`src/rtl/core/rmts_pkg.sv`:
```
// Shared types and constants of the rate-monotonic task scheduler.
// Action, status and task-mode codes plus fixed field widths.
// No dependencies.
`timescale 1ns / 1ps
`default_nettype none

package rmts_pkg;

	// Field widths fixed by the stream format.
	localparam int TASK_ID_W = 22;
	localparam int PERIOD_W  = 20;
	localparam int SHARE_W   = 11;
	localparam int MODE_W    = 2;
	localparam int WAIT_W    = 21;
	localparam int TIME_W    = 32;
	localparam int LIMIT_W   = 10;
	localparam int ACTION_W  = 2;
	localparam int STATUS_W  = 2;

	// Share arithmetic.
	localparam int PERMILLE  = 1000;
	localparam int PROD_W    = 30;
	localparam int SHARE_MAX = 2047;
	localparam logic [LIMIT_W-1:0] LIMIT_RESET = 10'd694;

	// Actions carried in the input tuser.
	localparam logic [ACTION_W-1:0] ACT_REGISTER   = 2'd0;
	localparam logic [ACTION_W-1:0] ACT_YIELD      = 2'd1;
	localparam logic [ACTION_W-1:0] ACT_DEREGISTER = 2'd2;
	localparam logic [ACTION_W-1:0] ACT_TICK       = 2'd3;

	// Result status codes.
	localparam logic [STATUS_W-1:0] STS_OK      = 2'd0;
	localparam logic [STATUS_W-1:0] STS_REFUSED = 2'd1;
	localparam logic [STATUS_W-1:0] STS_FULL    = 2'd2;
	localparam logic [STATUS_W-1:0] STS_UNKNOWN = 2'd3;

	// Task modes.
	localparam logic [MODE_W-1:0] MODE_SLEEP = 2'd0;
	localparam logic [MODE_W-1:0] MODE_READY = 2'd1;
	localparam logic [MODE_W-1:0] MODE_RUN   = 2'd2;

endpackage

`default_nettype wire

```
`src/rtl/core/rmts_share_div.sv`:
```
// Share calculator: compute_ms * 1000 / period_ms, saturated to 11 bits.
// The product is registered at start, then a restoring divider yields one quotient bit per cycle.
// Depends on rmts_pkg.
`timescale 1ns / 1ps
`default_nettype none

module rmts_share_div (
	input  wire                          clk,
	input  wire                          arst_n,
	input  wire                          start,
	input  wire [rmts_pkg::PERIOD_W-1:0] compute,
	input  wire [rmts_pkg::PERIOD_W-1:0] period,
	output logic                         done,
	output logic [rmts_pkg::SHARE_W-1:0] share
);

	localparam int CntW = $clog2(rmts_pkg::PROD_W + 1);

	logic                          busy_q;
	logic                          done_q;
	logic [CntW-1:0]               cnt_q;
	logic [rmts_pkg::PROD_W-1:0]   dvd_q;
	logic [rmts_pkg::PERIOD_W:0]   rem_q;
	logic [rmts_pkg::PERIOD_W-1:0] dvs_q;
	logic [rmts_pkg::PERIOD_W:0]   rem_sh;
	logic                          q_bit;
	logic [rmts_pkg::PERIOD_W:0]   rem_nx;

	// One restoring step on the partial remainder.
	always_comb begin
		rem_sh = {rem_q[rmts_pkg::PERIOD_W-1:0], dvd_q[rmts_pkg::PROD_W-1]};
		q_bit  = (rem_sh >= {1'b0, dvs_q});
		rem_nx = q_bit ? (rem_sh - {1'b0, dvs_q}) : rem_sh;
	end

	// The product is registered at start; the quotient then shifts into dvd_q.
	always_ff @(posedge clk or negedge arst_n) begin
		if (!arst_n) begin
			busy_q <= 1'b0;
			done_q <= 1'b0;
			cnt_q  <= '0;
		end else if (start) begin
			busy_q <= 1'b1;
			done_q <= 1'b0;
			cnt_q  <= CntW'(rmts_pkg::PROD_W);
		end else if (busy_q) begin
			cnt_q <= cnt_q - 1'b1;
			if (cnt_q == CntW'(1)) begin
				busy_q <= 1'b0;
				done_q <= 1'b1;
			end
		end
	end

	always_ff @(posedge clk) begin
		if (start) begin
			dvd_q <= rmts_pkg::PROD_W'(compute) * rmts_pkg::PROD_W'(rmts_pkg::PERMILLE);
			dvs_q <= period;
			rem_q <= '0;
		end else if (busy_q) begin
			dvd_q <= {dvd_q[rmts_pkg::PROD_W-2:0], q_bit};
			rem_q <= rem_nx;
		end
	end

	assign done  = done_q;
	assign share = (dvd_q[rmts_pkg::PROD_W-1:rmts_pkg::SHARE_W] != '0)
		? rmts_pkg::SHARE_W'(rmts_pkg::SHARE_MAX) : dvd_q[rmts_pkg::SHARE_W-1:0];

endmodule

`default_nettype wire

```
`src/rtl/core/rmts_task_mem.sv`:
```
// Task table memory: one write port, one read port, registered read data.
// Generic width and depth; no dependencies.
`timescale 1ns / 1ps
`default_nettype none

module rmts_task_mem #(
	parameter int WIDTH = 8,
	parameter int DEPTH = 16,
	parameter int AW    = 4
) (
	input  wire              clk,
	input  wire              we,
	input  wire [AW-1:0]     waddr,
	input  wire [WIDTH-1:0]  wdata,
	input  wire              re,
	input  wire [AW-1:0]     raddr,
	output logic [WIDTH-1:0] rdata
);

	logic [WIDTH-1:0] mem [DEPTH];

	// Write port.
	always_ff @(posedge clk) begin
		if (we) begin
			mem[waddr] <= wdata;
		end
	end

	// Registered read port.
	always_ff @(posedge clk) begin
		if (re) begin
			rdata <= mem[raddr];
		end
	end

endmodule

`default_nettype wire

```
`src/rtl/core/rate_monotonic_task_scheduler.sv`:
```
// Rate-monotonic task scheduler with utilisation admission.
// Sequencer over the task table memory; uses rmts_pkg, rmts_share_div and rmts_task_mem.
//
// Usage: one command transaction on the s_ channel (action in s_tuser, task id,
// period and compute time in s_tdata) yields exactly one result transaction on
// the m_ channel (status, running flag, running id and switch flag).
// share_limit is written through share_limit_we/share_limit_wdata; the user must
// write it only while idle, which the block itself does not enforce. Each command
// walks the task table, which sits in a synchronous memory with a registered
// read, so every entry visited takes a read state and an evaluate state. A
// command walks the table for its action and then walks it again to pick the
// running task; a register also waits for the share divider, overlapped with
// its walk, and for its insertion shift. s_tready is high only while the
// sequencer is idle. The result sits in an output register; a stalled receiver
// holds it there while the next command is already accepted and worked on, and
// only the loading of the following result waits. Reset empties the table,
// zeroes time, clears the running task and sets share_limit to 694; no
// clearing pass is needed.
`timescale 1ns / 1ps
`default_nettype none

module rate_monotonic_task_scheduler #(
	parameter int MAX_TASKS = 16,
	parameter int ID_BITS   = 22
) (
	input  wire                          clk,
	input  wire                          arst_n,
	input  wire                          share_limit_we,
	input  wire [rmts_pkg::LIMIT_W-1:0]  share_limit_wdata,
	input  wire                          s_tvalid,
	output logic                         s_tready,
	input  wire [63:0]                   s_tdata,   // task_id, period_ms, compute_ms, zero pad
	input  wire [rmts_pkg::ACTION_W-1:0] s_tuser,   // action
	output logic                         m_tvalid,
	input  wire                          m_tready,
	output logic [31:0]                  m_tdata    // status, running_valid, running_id, switched, pad
);

	localparam int SlotW = (MAX_TASKS > 1) ? $clog2(MAX_TASKS) : 1;
	localparam int CntW  = $clog2(MAX_TASKS + 1);
	localparam int IdW   = (ID_BITS < rmts_pkg::TASK_ID_W) ? ID_BITS : rmts_pkg::TASK_ID_W;
	localparam int RecW  = IdW + rmts_pkg::PERIOD_W + rmts_pkg::SHARE_W + rmts_pkg::MODE_W
		+ rmts_pkg::WAIT_W + rmts_pkg::TIME_W;
	localparam int TotW  = $clog2((MAX_TASKS + 1) * rmts_pkg::SHARE_MAX + 1);

	// Sequencer states.
	localparam logic [4:0] ST_IDLE   = 5'd0;
	localparam logic [4:0] ST_REG_RD = 5'd1;
	localparam logic [4:0] ST_REG_DO = 5'd2;
	localparam logic [4:0] ST_REG_CK = 5'd3;
	localparam logic [4:0] ST_SHU_RD = 5'd4;
	localparam logic [4:0] ST_SHU_DO = 5'd5;
	localparam logic [4:0] ST_INS    = 5'd6;
	localparam logic [4:0] ST_FND_RD = 5'd7;
	localparam logic [4:0] ST_FND_DO = 5'd8;
	localparam logic [4:0] ST_YLD_WR = 5'd9;
	localparam logic [4:0] ST_DSH_RD = 5'd10;
	localparam logic [4:0] ST_DSH_DO = 5'd11;
	localparam logic [4:0] ST_TK_RD  = 5'd12;
	localparam logic [4:0] ST_TK_DO  = 5'd13;
	localparam logic [4:0] ST_PK_RD  = 5'd14;
	localparam logic [4:0] ST_PK_DO  = 5'd15;
	localparam logic [4:0] ST_PK_ORD = 5'd16;
	localparam logic [4:0] ST_PK_OWR = 5'd17;
	localparam logic [4:0] ST_PK_NEW = 5'd18;
	localparam logic [4:0] ST_FIN    = 5'd19;

	logic [4:0]                    state_q;
	logic [rmts_pkg::ACTION_W-1:0] act_q;
	logic [IdW-1:0]                id_q;
	logic [rmts_pkg::PERIOD_W-1:0] period_q;
	logic [CntW-1:0]               idx_q;
	logic [CntW-1:0]               pos_q;
	logic                          pos_found_q;
	logic [TotW-1:0]               total_q;
	logic [rmts_pkg::STATUS_W-1:0] status_q;
	logic [CntW-1:0]               count_q;
	logic                          cur_valid_q;
	logic [SlotW-1:0]              cur_slot_q;
	logic [IdW-1:0]                cur_id_q;
	logic                          old_valid_q;
	logic [IdW-1:0]                old_id_q;
	logic [rmts_pkg::TIME_W-1:0]   now_q;
	logic [rmts_pkg::LIMIT_W-1:0]  limit_q;
	logic [RecW-1:0]               rec_q;
	logic                          m_tvalid_q;
	logic [31:0]                   m_tdata_q;

	// Memory port.
	logic             mem_we;
	logic [SlotW-1:0] mem_waddr;
	logic [RecW-1:0]  mem_wdata;
	logic             mem_re;
	logic [SlotW-1:0] mem_raddr;
	logic [RecW-1:0]  mem_rdata;

	// Divider port.
	logic                          div_start;
	logic                          div_done;
	logic [rmts_pkg::SHARE_W-1:0]  div_share;

	// Fields of the entry just read and of the held entry.
	logic [IdW-1:0]                rd_id,     rq_id;
	logic [rmts_pkg::PERIOD_W-1:0] rd_period, rq_period;
	logic [rmts_pkg::SHARE_W-1:0]  rd_share,  rq_share;
	logic [rmts_pkg::MODE_W-1:0]   rd_mode,   rq_mode;
	logic [rmts_pkg::WAIT_W-1:0]   rd_wait,   rq_wait;
	logic [rmts_pkg::TIME_W-1:0]   rd_start,  rq_start;

	assign {rd_id, rd_period, rd_share, rd_mode, rd_wait, rd_start} = mem_rdata;
	assign {rq_id, rq_period, rq_share, rq_mode, rq_wait, rq_start} = rec_q;

	logic                          accept;
	logic [CntW-1:0]               idx_m1;
	logic [CntW-1:0]               idx_p1;
	logic [TotW-1:0]               total_new;
	logic [rmts_pkg::TIME_W-1:0]   elapsed;
	logic [rmts_pkg::WAIT_W-1:0]   yld_wait;
	logic [rmts_pkg::MODE_W-1:0]   tk_mode;
	logic [rmts_pkg::WAIT_W-1:0]   tk_wait;
	logic                          out_free;
	logic [IdW-1:0]                new_id;
	logic                          switched;

	assign accept    = s_tvalid && s_tready;
	assign idx_m1    = idx_q - 1'b1;
	assign idx_p1    = idx_q + 1'b1;
	assign total_new = total_q + TotW'(div_share);
	assign out_free  = !m_tvalid_q || m_tready;
	assign new_id    = cur_valid_q ? cur_id_q : '0;
	assign switched  = (old_valid_q != cur_valid_q) || (old_id_q != new_id);
	assign div_start = accept && (s_tuser == rmts_pkg::ACT_REGISTER)
		&& (s_tdata[41:22] != '0);

	// Wake-up time left after a yield; a late yield wakes on the next tick.
	always_comb begin
		elapsed = now_q - rq_start;
		if (elapsed < rmts_pkg::TIME_W'(rq_period)) begin
			yld_wait = rmts_pkg::WAIT_W'(rq_period) - rmts_pkg::WAIT_W'(elapsed);
		end else begin
			yld_wait = rmts_pkg::WAIT_W'(1);
		end
	end

	// Tick countdown of one sleeping entry.
	always_comb begin
		tk_mode = rd_mode;
		tk_wait = rd_wait;
		if (rd_mode == rmts_pkg::MODE_SLEEP && rd_wait != '0) begin
			tk_wait = rd_wait - 1'b1;
			if (rd_wait == rmts_pkg::WAIT_W'(1)) begin
				tk_mode = rmts_pkg::MODE_READY;
			end
		end
	end

	// Memory accesses issued by the current sequencer state.
	always_comb begin
		mem_re    = 1'b0;
		mem_raddr = idx_q[SlotW-1:0];
		mem_we    = 1'b0;
		mem_waddr = idx_q[SlotW-1:0];
		mem_wdata = mem_rdata;
		unique case (state_q)
			ST_REG_RD, ST_FND_RD, ST_TK_RD, ST_PK_RD: begin
				mem_re = (idx_q < count_q);
			end
			ST_SHU_RD: begin
				mem_re    = (idx_q > pos_q);
				mem_raddr = idx_m1[SlotW-1:0];
			end
			ST_SHU_DO, ST_DSH_DO: begin
				mem_we = 1'b1;
			end
			ST_INS: begin
				mem_we    = 1'b1;
				mem_waddr = pos_q[SlotW-1:0];
				mem_wdata = {id_q, period_q, div_share, rmts_pkg::MODE_SLEEP,
					rmts_pkg::WAIT_W'(0), now_q};
			end
			ST_YLD_WR: begin
				mem_we    = 1'b1;
				mem_wdata = {rq_id, rq_period, rq_share, rmts_pkg::MODE_SLEEP,
					yld_wait, rq_start};
			end
			ST_DSH_RD: begin
				mem_re    = (idx_p1 < count_q);
				mem_raddr = idx_p1[SlotW-1:0];
			end
			ST_TK_DO: begin
				mem_we    = 1'b1;
				mem_wdata = {rd_id, rd_period, rd_share, tk_mode, tk_wait, rd_start};
			end
			ST_PK_ORD: begin
				mem_re    = 1'b1;
				mem_raddr = cur_slot_q;
			end
			ST_PK_OWR: begin
				mem_we    = 1'b1;
				mem_waddr = cur_slot_q;
				mem_wdata = {rd_id, rd_period, rd_share, rmts_pkg::MODE_READY,
					rd_wait, rd_start};
			end
			ST_PK_NEW: begin
				mem_we    = 1'b1;
				mem_wdata = {rq_id, rq_period, rq_share, rmts_pkg::MODE_RUN,
					rq_wait, now_q};
			end
			default: begin
			end
		endcase
	end

	// Configuration register.
	always_ff @(posedge clk or negedge arst_n) begin
		if (!arst_n) begin
			limit_q <= rmts_pkg::LIMIT_RESET;
		end else if (share_limit_we) begin
			limit_q <= share_limit_wdata;
		end
	end

	// Sequencer and table bookkeeping.
	always_ff @(posedge clk or negedge arst_n) begin
		if (!arst_n) begin
			state_q     <= ST_IDLE;
			count_q     <= '0;
			cur_valid_q <= 1'b0;
			cur_slot_q  <= '0;
			now_q       <= '0;
			m_tvalid_q  <= 1'b0;
			idx_q       <= '0;
			pos_q       <= '0;
			pos_found_q <= 1'b0;
			total_q     <= '0;
			status_q    <= rmts_pkg::STS_OK;
		end else begin
			if (m_tvalid_q && m_tready) begin
				m_tvalid_q <= 1'b0;
			end
			unique case (state_q)
				ST_IDLE: begin
					if (accept) begin
						idx_q       <= '0;
						total_q     <= '0;
						pos_found_q <= 1'b0;
						status_q    <= rmts_pkg::STS_OK;
						unique case (s_tuser)
							rmts_pkg::ACT_REGISTER: begin
								if (s_tdata[41:22] == '0) begin
									status_q <= rmts_pkg::STS_REFUSED;
									state_q  <= ST_PK_RD;
								end else begin
									state_q <= ST_REG_RD;
								end
							end
							rmts_pkg::ACT_YIELD, rmts_pkg::ACT_DEREGISTER: begin
								state_q <= ST_FND_RD;
							end
							default: begin
								now_q   <= now_q + 1'b1;
								state_q <= ST_TK_RD;
							end
						endcase
					end
				end
				// Admission: sum the shares and find the insertion place.
				ST_REG_RD: begin
					state_q <= (idx_q < count_q) ? ST_REG_DO : ST_REG_CK;
				end
				ST_REG_DO: begin
					total_q <= total_q + TotW'(rd_share);
					if (!pos_found_q && rd_period > period_q) begin
						pos_q       <= idx_q;
						pos_found_q <= 1'b1;
					end
					idx_q   <= idx_p1;
					state_q <= ST_REG_RD;
				end
				ST_REG_CK: begin
					if (div_done) begin
						if (!(total_new < TotW'(limit_q))) begin
							status_q <= rmts_pkg::STS_REFUSED;
							idx_q    <= '0;
							state_q  <= ST_PK_RD;
						end else if (count_q >= CntW'(MAX_TASKS)) begin
							status_q <= rmts_pkg::STS_FULL;
							idx_q    <= '0;
							state_q  <= ST_PK_RD;
						end else begin
							idx_q <= count_q;
							if (!pos_found_q) begin
								pos_q <= count_q;
							end
							state_q <= ST_SHU_RD;
						end
					end
				end
				// Open a slot by moving later entries up by one.
				ST_SHU_RD: begin
					state_q <= (idx_q > pos_q) ? ST_SHU_DO : ST_INS;
				end
				ST_SHU_DO: begin
					idx_q   <= idx_m1;
					state_q <= ST_SHU_RD;
				end
				ST_INS: begin
					count_q <= count_q + 1'b1;
					if (cur_valid_q && pos_q <= CntW'(cur_slot_q)) begin
						cur_slot_q <= cur_slot_q + 1'b1;
					end
					idx_q   <= '0;
					state_q <= ST_PK_RD;
				end
				// First entry with the requested identifier.
				ST_FND_RD: begin
					if (idx_q < count_q) begin
						state_q <= ST_FND_DO;
					end else begin
						status_q <= rmts_pkg::STS_UNKNOWN;
						idx_q    <= '0;
						state_q  <= ST_PK_RD;
					end
				end
				ST_FND_DO: begin
					if (rd_id == id_q) begin
						rec_q <= mem_rdata;
						pos_q <= idx_q;
						state_q <= (act_q == rmts_pkg::ACT_YIELD) ? ST_YLD_WR : ST_DSH_RD;
					end else begin
						idx_q   <= idx_p1;
						state_q <= ST_FND_RD;
					end
				end
				ST_YLD_WR: begin
					if (cur_valid_q && CntW'(cur_slot_q) == idx_q) begin
						cur_valid_q <= 1'b0;
						cur_slot_q  <= '0;
					end
					idx_q   <= '0;
					state_q <= ST_PK_RD;
				end
				// Close the gap by moving later entries down by one.
				ST_DSH_RD: begin
					if (idx_p1 < count_q) begin
						state_q <= ST_DSH_DO;
					end else begin
						count_q <= count_q - 1'b1;
						if (cur_valid_q) begin
							if (CntW'(cur_slot_q) == pos_q) begin
								cur_valid_q <= 1'b0;
								cur_slot_q  <= '0;
							end else if (CntW'(cur_slot_q) > pos_q) begin
								cur_slot_q <= cur_slot_q - 1'b1;
							end
						end
						idx_q   <= '0;
						state_q <= ST_PK_RD;
					end
				end
				ST_DSH_DO: begin
					idx_q   <= idx_p1;
					state_q <= ST_DSH_RD;
				end
				// Millisecond tick over every entry.
				ST_TK_RD: begin
					if (idx_q < count_q) begin
						state_q <= ST_TK_DO;
					end else begin
						idx_q   <= '0;
						state_q <= ST_PK_RD;
					end
				end
				ST_TK_DO: begin
					idx_q   <= idx_p1;
					state_q <= ST_TK_RD;
				end
				// Pick the first ready or running entry.
				ST_PK_RD: begin
					if (idx_q < count_q) begin
						state_q <= ST_PK_DO;
					end else begin
						cur_valid_q <= 1'b0;
						cur_slot_q  <= '0;
						state_q     <= ST_FIN;
					end
				end
				ST_PK_DO: begin
					if (rd_mode == rmts_pkg::MODE_READY || rd_mode == rmts_pkg::MODE_RUN) begin
						rec_q <= mem_rdata;
						if (cur_valid_q && CntW'(cur_slot_q) == idx_q) begin
							state_q <= ST_FIN;
						end else if (cur_valid_q && CntW'(cur_slot_q) < count_q) begin
							state_q <= ST_PK_ORD;
						end else begin
							state_q <= ST_PK_NEW;
						end
					end else begin
						idx_q   <= idx_p1;
						state_q <= ST_PK_RD;
					end
				end
				ST_PK_ORD: begin
					state_q <= ST_PK_OWR;
				end
				ST_PK_OWR: begin
					state_q <= ST_PK_NEW;
				end
				ST_PK_NEW: begin
					cur_valid_q <= 1'b1;
					cur_slot_q  <= idx_q[SlotW-1:0];
					state_q     <= ST_FIN;
				end
				ST_FIN: begin
					if (out_free) begin
						m_tvalid_q <= 1'b1;
						state_q    <= ST_IDLE;
					end
				end
				default: begin
					state_q <= ST_IDLE;
				end
			endcase
		end
	end

	// Payload registers.
	always_ff @(posedge clk) begin
		if (accept) begin
			act_q       <= s_tuser;
			id_q        <= s_tdata[IdW-1:0];
			period_q    <= s_tdata[41:22];
			old_valid_q <= cur_valid_q;
			old_id_q    <= cur_valid_q ? cur_id_q : '0;
		end
		if (state_q == ST_PK_NEW) begin
			cur_id_q <= rq_id;
		end
		if (state_q == ST_FIN && out_free) begin
			m_tdata_q <= {6'd0, switched, rmts_pkg::TASK_ID_W'(new_id), cur_valid_q, status_q};
		end
	end

	rmts_share_div u_div (
		.clk     (clk),
		.arst_n  (arst_n),
		.start   (div_start),
		.compute (s_tdata[61:42]),
		.period  (s_tdata[41:22]),
		.done    (div_done),
		.share   (div_share)
	);

	rmts_task_mem #(
		.WIDTH (RecW),
		.DEPTH (MAX_TASKS),
		.AW    (SlotW)
	) u_mem (
		.clk   (clk),
		.we    (mem_we),
		.waddr (mem_waddr),
		.wdata (mem_wdata),
		.re    (mem_re),
		.raddr (mem_raddr),
		.rdata (mem_rdata)
	);

	assign s_tready = (state_q == ST_IDLE);
	assign m_tvalid = m_tvalid_q;
	assign m_tdata  = m_tdata_q;

	// The running slot always lies inside the packed table between commands.
	a_slot_in_table: assert property (@(posedge clk) disable iff (!arst_n)
		(state_q == ST_IDLE && cur_valid_q) |-> (CntW'(cur_slot_q) < count_q))
		else $error("running slot outside the table");

	// The table never holds more entries than it has slots.
	a_count_bound: assert property (@(posedge clk) disable iff (!arst_n)
		count_q <= CntW'(MAX_TASKS))
		else $error("entry count beyond table depth");

	// An accepted transaction always starts the sequencer.
	a_accept_starts: assert property (@(posedge clk) disable iff (!arst_n)
		accept |=> (state_q != ST_IDLE))
		else $error("accepted transaction left the sequencer idle");

	// Table full is reported for register commands only.
	a_full_on_register: assert property (@(posedge clk) disable iff (!arst_n)
		(state_q == ST_FIN && status_q == rmts_pkg::STS_FULL)
			|-> (act_q == rmts_pkg::ACT_REGISTER))
		else $error("table full status on a non-register command");

endmodule

`default_nettype wire
```
`config.mk`:
```
export PLATFORM = sky130hd
export DESIGN_NAME = rate_monotonic_task_scheduler
export DESIGN_NICKNAME = d
export VERILOG_FILES = /design/src/rtl/core/rmts_pkg.sv /design/src/rtl/core/rmts_share_div.sv /design/src/rtl/core/rmts_task_mem.sv /design/src/rtl/core/rate_monotonic_task_scheduler.sv
export SDC_FILE = /design/constraint.sdc
export NUM_CORES = 2
export LEC_CHECK = 0
export BUFFER_PORTS_ARGS = -buffer_cell sky130_fd_sc_hd__buf_2
export CELL_PAD_IN_SITES_DETAIL_PLACEMENT = 1
export CELL_PAD_IN_SITES_GLOBAL_PLACEMENT = 1
export CORE_ASPECT_RATIO = 1.2
export CORE_MARGIN = 5
export CORE_UTILIZATION = 57
export DETAILED_ROUTE_END_ITERATION = 6
export GPL_ROUTABILITY_DRIVEN = 0
export HOLD_SLACK_MARGIN = 0.03
export PLACE_DENSITY_LB_ADDON = 0.15
export SYNTH_ARGS = -nofsm -noshare
export SYNTH_HDL_FRONTEND = slang
export SYNTH_SLANG_ARGS = --single-unit
```
`constraint.sdc`:
```
create_clock -name clk -period 21.6 [get_ports clk]
set_clock_uncertainty 0.1 [all_clocks]
set_input_delay 3.24 -clock clk [delete_from_list [all_inputs] [get_ports clk]]
set_output_delay 3.24 -clock clk [all_outputs]
set_load 0.03 [all_outputs]
```
Word-level counts from Yosys, hierarchy flattened
Memories as Yosys holds them, arrays and structs flattened. A register that Yosys moved wholly into a read port is not among the register bits.
Cells that the tools add are included.
Word-level totals
  bits in registers: 387
  latch bits: 0
  memory bits (writable): 1728
  bits in read-only memories: 0
  input port bits: 81
  output and inout bits: 34
  logic and storage cells: 251
  memories kept: 1
Cells by class
  add/subtract/negate cells: 14
  multiply operators: 1
  div/mod/pow operators: 0
  $lt $le $gt $ge: 11
  equality and inequality tests: 51
  shifts and indexed selects: 0
  multiplexer cells: 94
  bitwise logic cells: 1
  reduce and logical (&&, ||, !) cells: 51
Memories
  u_mem.mem: words 16, bits a word 108, read ports 1, clocked after memory_dff 1, write ports 1, RTL line rmts_task_mem.sv:20  | logic [WIDTH-1:0] mem [DEPTH];
Operators with widths (number)
  $pmux 108 s5: 1
  $mux 108: 2
  $pmux 108 s2: 1
  $mux 5: 22
  $pmux 5 s19: 1
  $mux 30: 2
  $pmux 5 s9: 1
  $mux 4: 11
  $mux 21: 2
  $eq 5x4->1 const B: 8
  $add 16x11->16: 2
  $add 32x1->32 const B: 1
  $lt 32x20->1: 1
  $ne 2x2->1 const B: 16
  $pmux 16 s2: 1
  $sub 32x32->32: 1
  $mul 20x7->27 const B: 1
  $mux 2: 12
  $eq 22x22->1: 1
  $mux 1: 22
  $mux 22: 1
  $ne 22x22->1: 1
  $eq 21x1->1 const B: 1
  $ge 21x20->1: 1
  61 further kinds: 110

Longest topological paths before layout
  depth in word-level cells: 7
  depth in mapped cells: 25
  depth with buffers taken out: 23

Modules after synthesis
From an unflattened synthesis, not the netlist that was laid out.
Unflattened totals
  cells, all modules: 5729
  area total of the unflattened synthesis: 96059.6 sq um
Modules (own cells, without submodules)
  rmts_task_mem: instances 1, cells an instance 2762, area each 67862.6 sq um, sequential area each 55132.9 sq um
  rate_monotonic_task_scheduler: instances 1, cells an instance 2126, area each 20313.2 sq um, sequential area each 8821.0 sq um
  rmts_share_div: instances 1, cells an instance 841, area each 7883.8 sq um, sequential area each 2047.0 sq um

Worst setup path after synthesis
Ideal clock, no wire load.
  path kind: register to register
  start point: register count_q[1]
  end point: register u_mem.rdata[0], read port of u_mem.mem (enable)
  setup time: 0.733 ns
  arrival: 9.536 ns
  data required time: 20.767 ns
  slack: 11.231 ns
  stages on the path, launching flop included: 9
  path buffers: 1
  period minus slack after synthesis: 10.369 ns
  cells stage by stage: dfrtp_1 > inv_1 > ha_1 > a21o_1 > a21o_1 > a21o_1 > a21o_1 > clkbuf_1 > o31ai_1
On the way
  cells in the longest elaborated chain, start to end: 2
RTL lines
  start: declaration: RTL line rate_monotonic_task_scheduler.sv:77  | logic [CntW-1:0] count_q;
  start signal: assignment: RTL line rate_monotonic_task_scheduler.sv:308  | count_q <= count_q + 1'b1;
  start signal: assignment: RTL line rate_monotonic_task_scheduler.sv:348  | count_q <= count_q - 1'b1;
  $lt 5x5->1, on equally long branches: RTL line rate_monotonic_task_scheduler.sv:187, rate_monotonic_task_scheduler.sv:166
  $pmux 1 s4 (*): RTL line rate_monotonic_task_scheduler.sv:164  | unique case (state_q)
  net mem_re: RTL line rate_monotonic_task_scheduler.sv:93  | logic mem_re;
  end: declaration: RTL line rmts_task_mem.sv:17  | output logic [WIDTH-1:0] rdata
Mark *: on every way through the listed nets, which the timed path passes. The rest lies on a longest branch.
A chain may end at the register's enable or synchronous reset.

Worst setup path after layout
  start point: input port s_tdata[42]
  end point: register u_div.dvd_q[28] in the netlist's numbering, data pin
On the way
  cells in the longest elaborated chain, start to end: 2
RTL lines
  start: declaration: RTL line rate_monotonic_task_scheduler.sv:32  | input wire [63:0] s_tdata,
  $mul 20x7->27: RTL line rmts_share_div.sv:57  | dvd_q <= rmts_pkg::PROD_W'(compute) * rmts_pkg::PROD_W'(rmts_pkg::PERMILLE);
  $mux 30: RTL line rmts_share_div.sv:56  | if (start) begin
  end signal: assignment: RTL line rmts_share_div.sv:57
  end signal: assignment: RTL line rmts_share_div.sv:61  | dvd_q <= {dvd_q[rmts_pkg::PROD_W-2:0], q_bit};
  end: declaration: RTL line rmts_share_div.sv:22  | logic [rmts_pkg::PROD_W-1:0] dvd_q;
No other way between the ends.

==> metrics.yaml <==
logic_synthesis:
  yosysTopAreaCellShare: 0.641
  synth.largest_area_cell: "edfxtp_1"
  async_flop_share: 0.0423
  ys_seq_elements: 2221
  yosysMostFrequentCell: "edfxtp_1"
  synth_edf_count: 2104
  avgSynthCellArea_um2: 13.1
  synth-main-ff-cell: "edfxtp_1"
  synth_area_leaders: "edfxtp_1, nand2_1, a211oi_1"
  synth_common_cells: "edfxtp_1, nand2_1, a211oi_1, and2_1, a21oi_1"
  ys_warn_count: 0
  yosysUniqueCellTypes: 89
  synth_area_um2: 98600
  yosysSeqAreaShare: 0.669
  syn_inst: 7548
clock_network:
  postCtsSetupRepairBufs: 0
  clock-root-buffer: "clkbuf_16"
  cts_tree: "done"
  ctsHoldBuffers: 0
  cts_max_level: 4
  cts_buffers: 209
  clock_sinks: 2221
  clk_latency_ns: 0.86
  ctsResizeCount: 0
  cts_buffer_depth: 3
  clk_pin_slew_ns: 0.06
placement:
  hpwl_um: 159000
  io_buffers: 106
route:
  vias: 65200
  drt_iter0_markers: 5879
  ant_nets: 0
  drt_pass1_iterations: 7
  drc_errors: 3
  wirelength_um: 284000
  wl_per_cell_um: 28.5
  avgViaCountPerCell: 6.55
die:
  ios: 115
  die_w_um: 390
  rows: 167
  core_area_um2: 172000
  die-height_um: 466
  initial_core_util: 0.572
  die_area_um2: 181000
sta:
  min_period_over_period: 0.362
  holdWs_ns: 0.353
  setup_viol: 0
  final-max-slew-violation-count: 0
  maxSlewHeadroom: 0.183
  worst_pin_slew_ns: 1.23
  hold_violations: 0
  setup_tns_ns: 0
  fmax_mhz: 128
  rsz0062_at_grt: "false"
  finalCriticalPeriod_ns: 7.82
flow_run:
  cap_viol_max_count: 0
global_routing:
  grt.total_usage: 0.308
  overflow: 0
  grt_pass1_vias: 68790
  grt_first_pass_wirelength_um: 427000
  antenna_found_initial: 5
  grt_max_degree: 215
worst_setup_path:
  worst_ep_arrival_time_ns: 8.28
  worst-path-max-fanout: 5
  cp-start-kind: "input port"
  critPathLaunch: "s_tdata[42]"
  crit_type: "in -> reg"
  cp-end-kind: "flop"
  required_ns: 22.06
  r2r_start: "state_q[1]$_DFFE_PN0P_"
  r2r_slack_ns: 14.35
  r2r_cells: 14
layout:
  layout-drive-gt1-share: 0.0760
  multiInputGateArea_um2: 29700
  seqCellArea_um2: 66000
  num-nets-final: 7901
  fill_cells: 16317
  area_growth_pct: 9.38
outcome:
  status: "finished, violations left"
  violations: "DRC"
pwr:
  power_density_nw_per_um2: 160
  vdd_drop_max_v: 0.000215
  leakagePower_nw: 37.5
min_path:
  hold_depth: 0
  min-delay-start: "u_mem.rdata[5]$_DFFE_PP_"
  holdCritPathClass: "reg -> reg"
-- worst max-delay path, stage by stage --
cell and delay (ns):
buf_2 0.14, fa_1 0.53, fa_1 0.57, inv_1 0.06, fa_1 0.52, inv_1 0.06
fa_1 0.44, ha_1 0.30, a21oi_1 0.12, o21a_1 0.22, o31ai_1 0.33, a2111oi_0 0.17
buf_4 0.17, nor4_1 0.53, nor4b_1 0.12, o41ai_1 0.48, xnor2_1 0.17, o21ai_0 0.11
-- area by class of cell --
type / count / area share
Tap cell: 2281 / 0.0265
Antenna cell: 1 / 0.0000232
Timing Repair Buffer: 209 / 0.0140
Clock inverter: 114 / 0.00973
Clock buffer: 264 / 0.0512
Sequential cell: 2221 / 0.612
Multi-Input combinational cell: 4530 / 0.275
Inverter: 333 / 0.0116
-- layer usage --
layer / track usage / part of all wire / vias to the layer above
met5: 0 / 0 / -
met2: 0.537 / 0.51 / 2557
met3: 0.0408 / 0.065 / 619
met4: 0.118 / 0.040 / 0
li1: - / - / 28307
met1: 0.394 / 0.38 / 33717
-- state kept, by name, summed over array words and instances (netlist names), 10 cells and up --
signal	cells
cur_id_q	22
id_q	22
limit_q	10
m_tdata	26
now_q	32
old_id_q	22
period_q	20
rec_q	106
total_q	16
u_div.dvd_q	30
u_div.dvs_q	20
u_div.rem_q	20
u_mem.mem	1728
u_mem.rdata	108
-- metrics by stage --
step	area [µm²]	total power [mW]	std cells	setup slack, ns	utilization
6_report	108000	17.2	9953	13.78	0.626
5_1_grt	108000	18.1	9953	13.59	0.626
4_1_cts	108000	17.2	9952	13.84	0.626
3_5_place_dp	101000	13.6	9574	12.93	0.588
3_3_place_gp	101000	13.1	9574	13.10	0.588
2_1_floorplan	98600	11.4	7553	11.23	-
-- kinds of logic after synthesis --
| logic type | Yosys count | share of synthesized area |
|---|---|---|
| buffers and inverters | 802 | 0.0326 |
| AND/OR/NAND/NOR | 2094 | 0.0990 |
| multiplexers | 43 | 0.00450 |
| XOR/XNOR | 192 | 0.0171 |
| adder cells (fa/ha/maj) | 316 | 0.0459 |
| AO/OA/AOI/OAI | 1879 | 0.132 |
| other | 1 | 0.0000380 |
| flip-flops | 2221 | 0.669 |
-- cells in the final DEF (no fill, tap or decap), types with 115 or more instances in the layout --
cell type	n
a211oi_1	556
a21oi_1	368
a311oi_1	219
a31oi_1	231
and2_1	461
clkbuf_16	210
edfxtp_1	2104
ha_1	240
inv_1	330
nand2_1	1140
nor2_1	134
o21ai_0	171
xnor2_1	115
-- power by group --
part           total, mW  switching, mW  internal [mW]
clock               3.59           1.63           1.96
combinational       7.00           4.92           2.08
sequential          6.62          0.332           6.28
-- worst paths after layout --
kind	endpoint
worst max-delay path	u_div.dvd_q[28]$_DFFE_PP_
worst min-delay path	rec_q[5]$_DFFE_PP_
worst max register to register	u_mem.rdata[72]$_DFFE_PP_
worst min register to register	rec_q[5]$_DFFE_PP_
max in group asynchronous	now_q[29]$_DFFE_PN0P_
min in group asynchronous	limit_q[3]$_DFFE_PN0P_
Note: power is estimated with default switching activity, not from simulation.
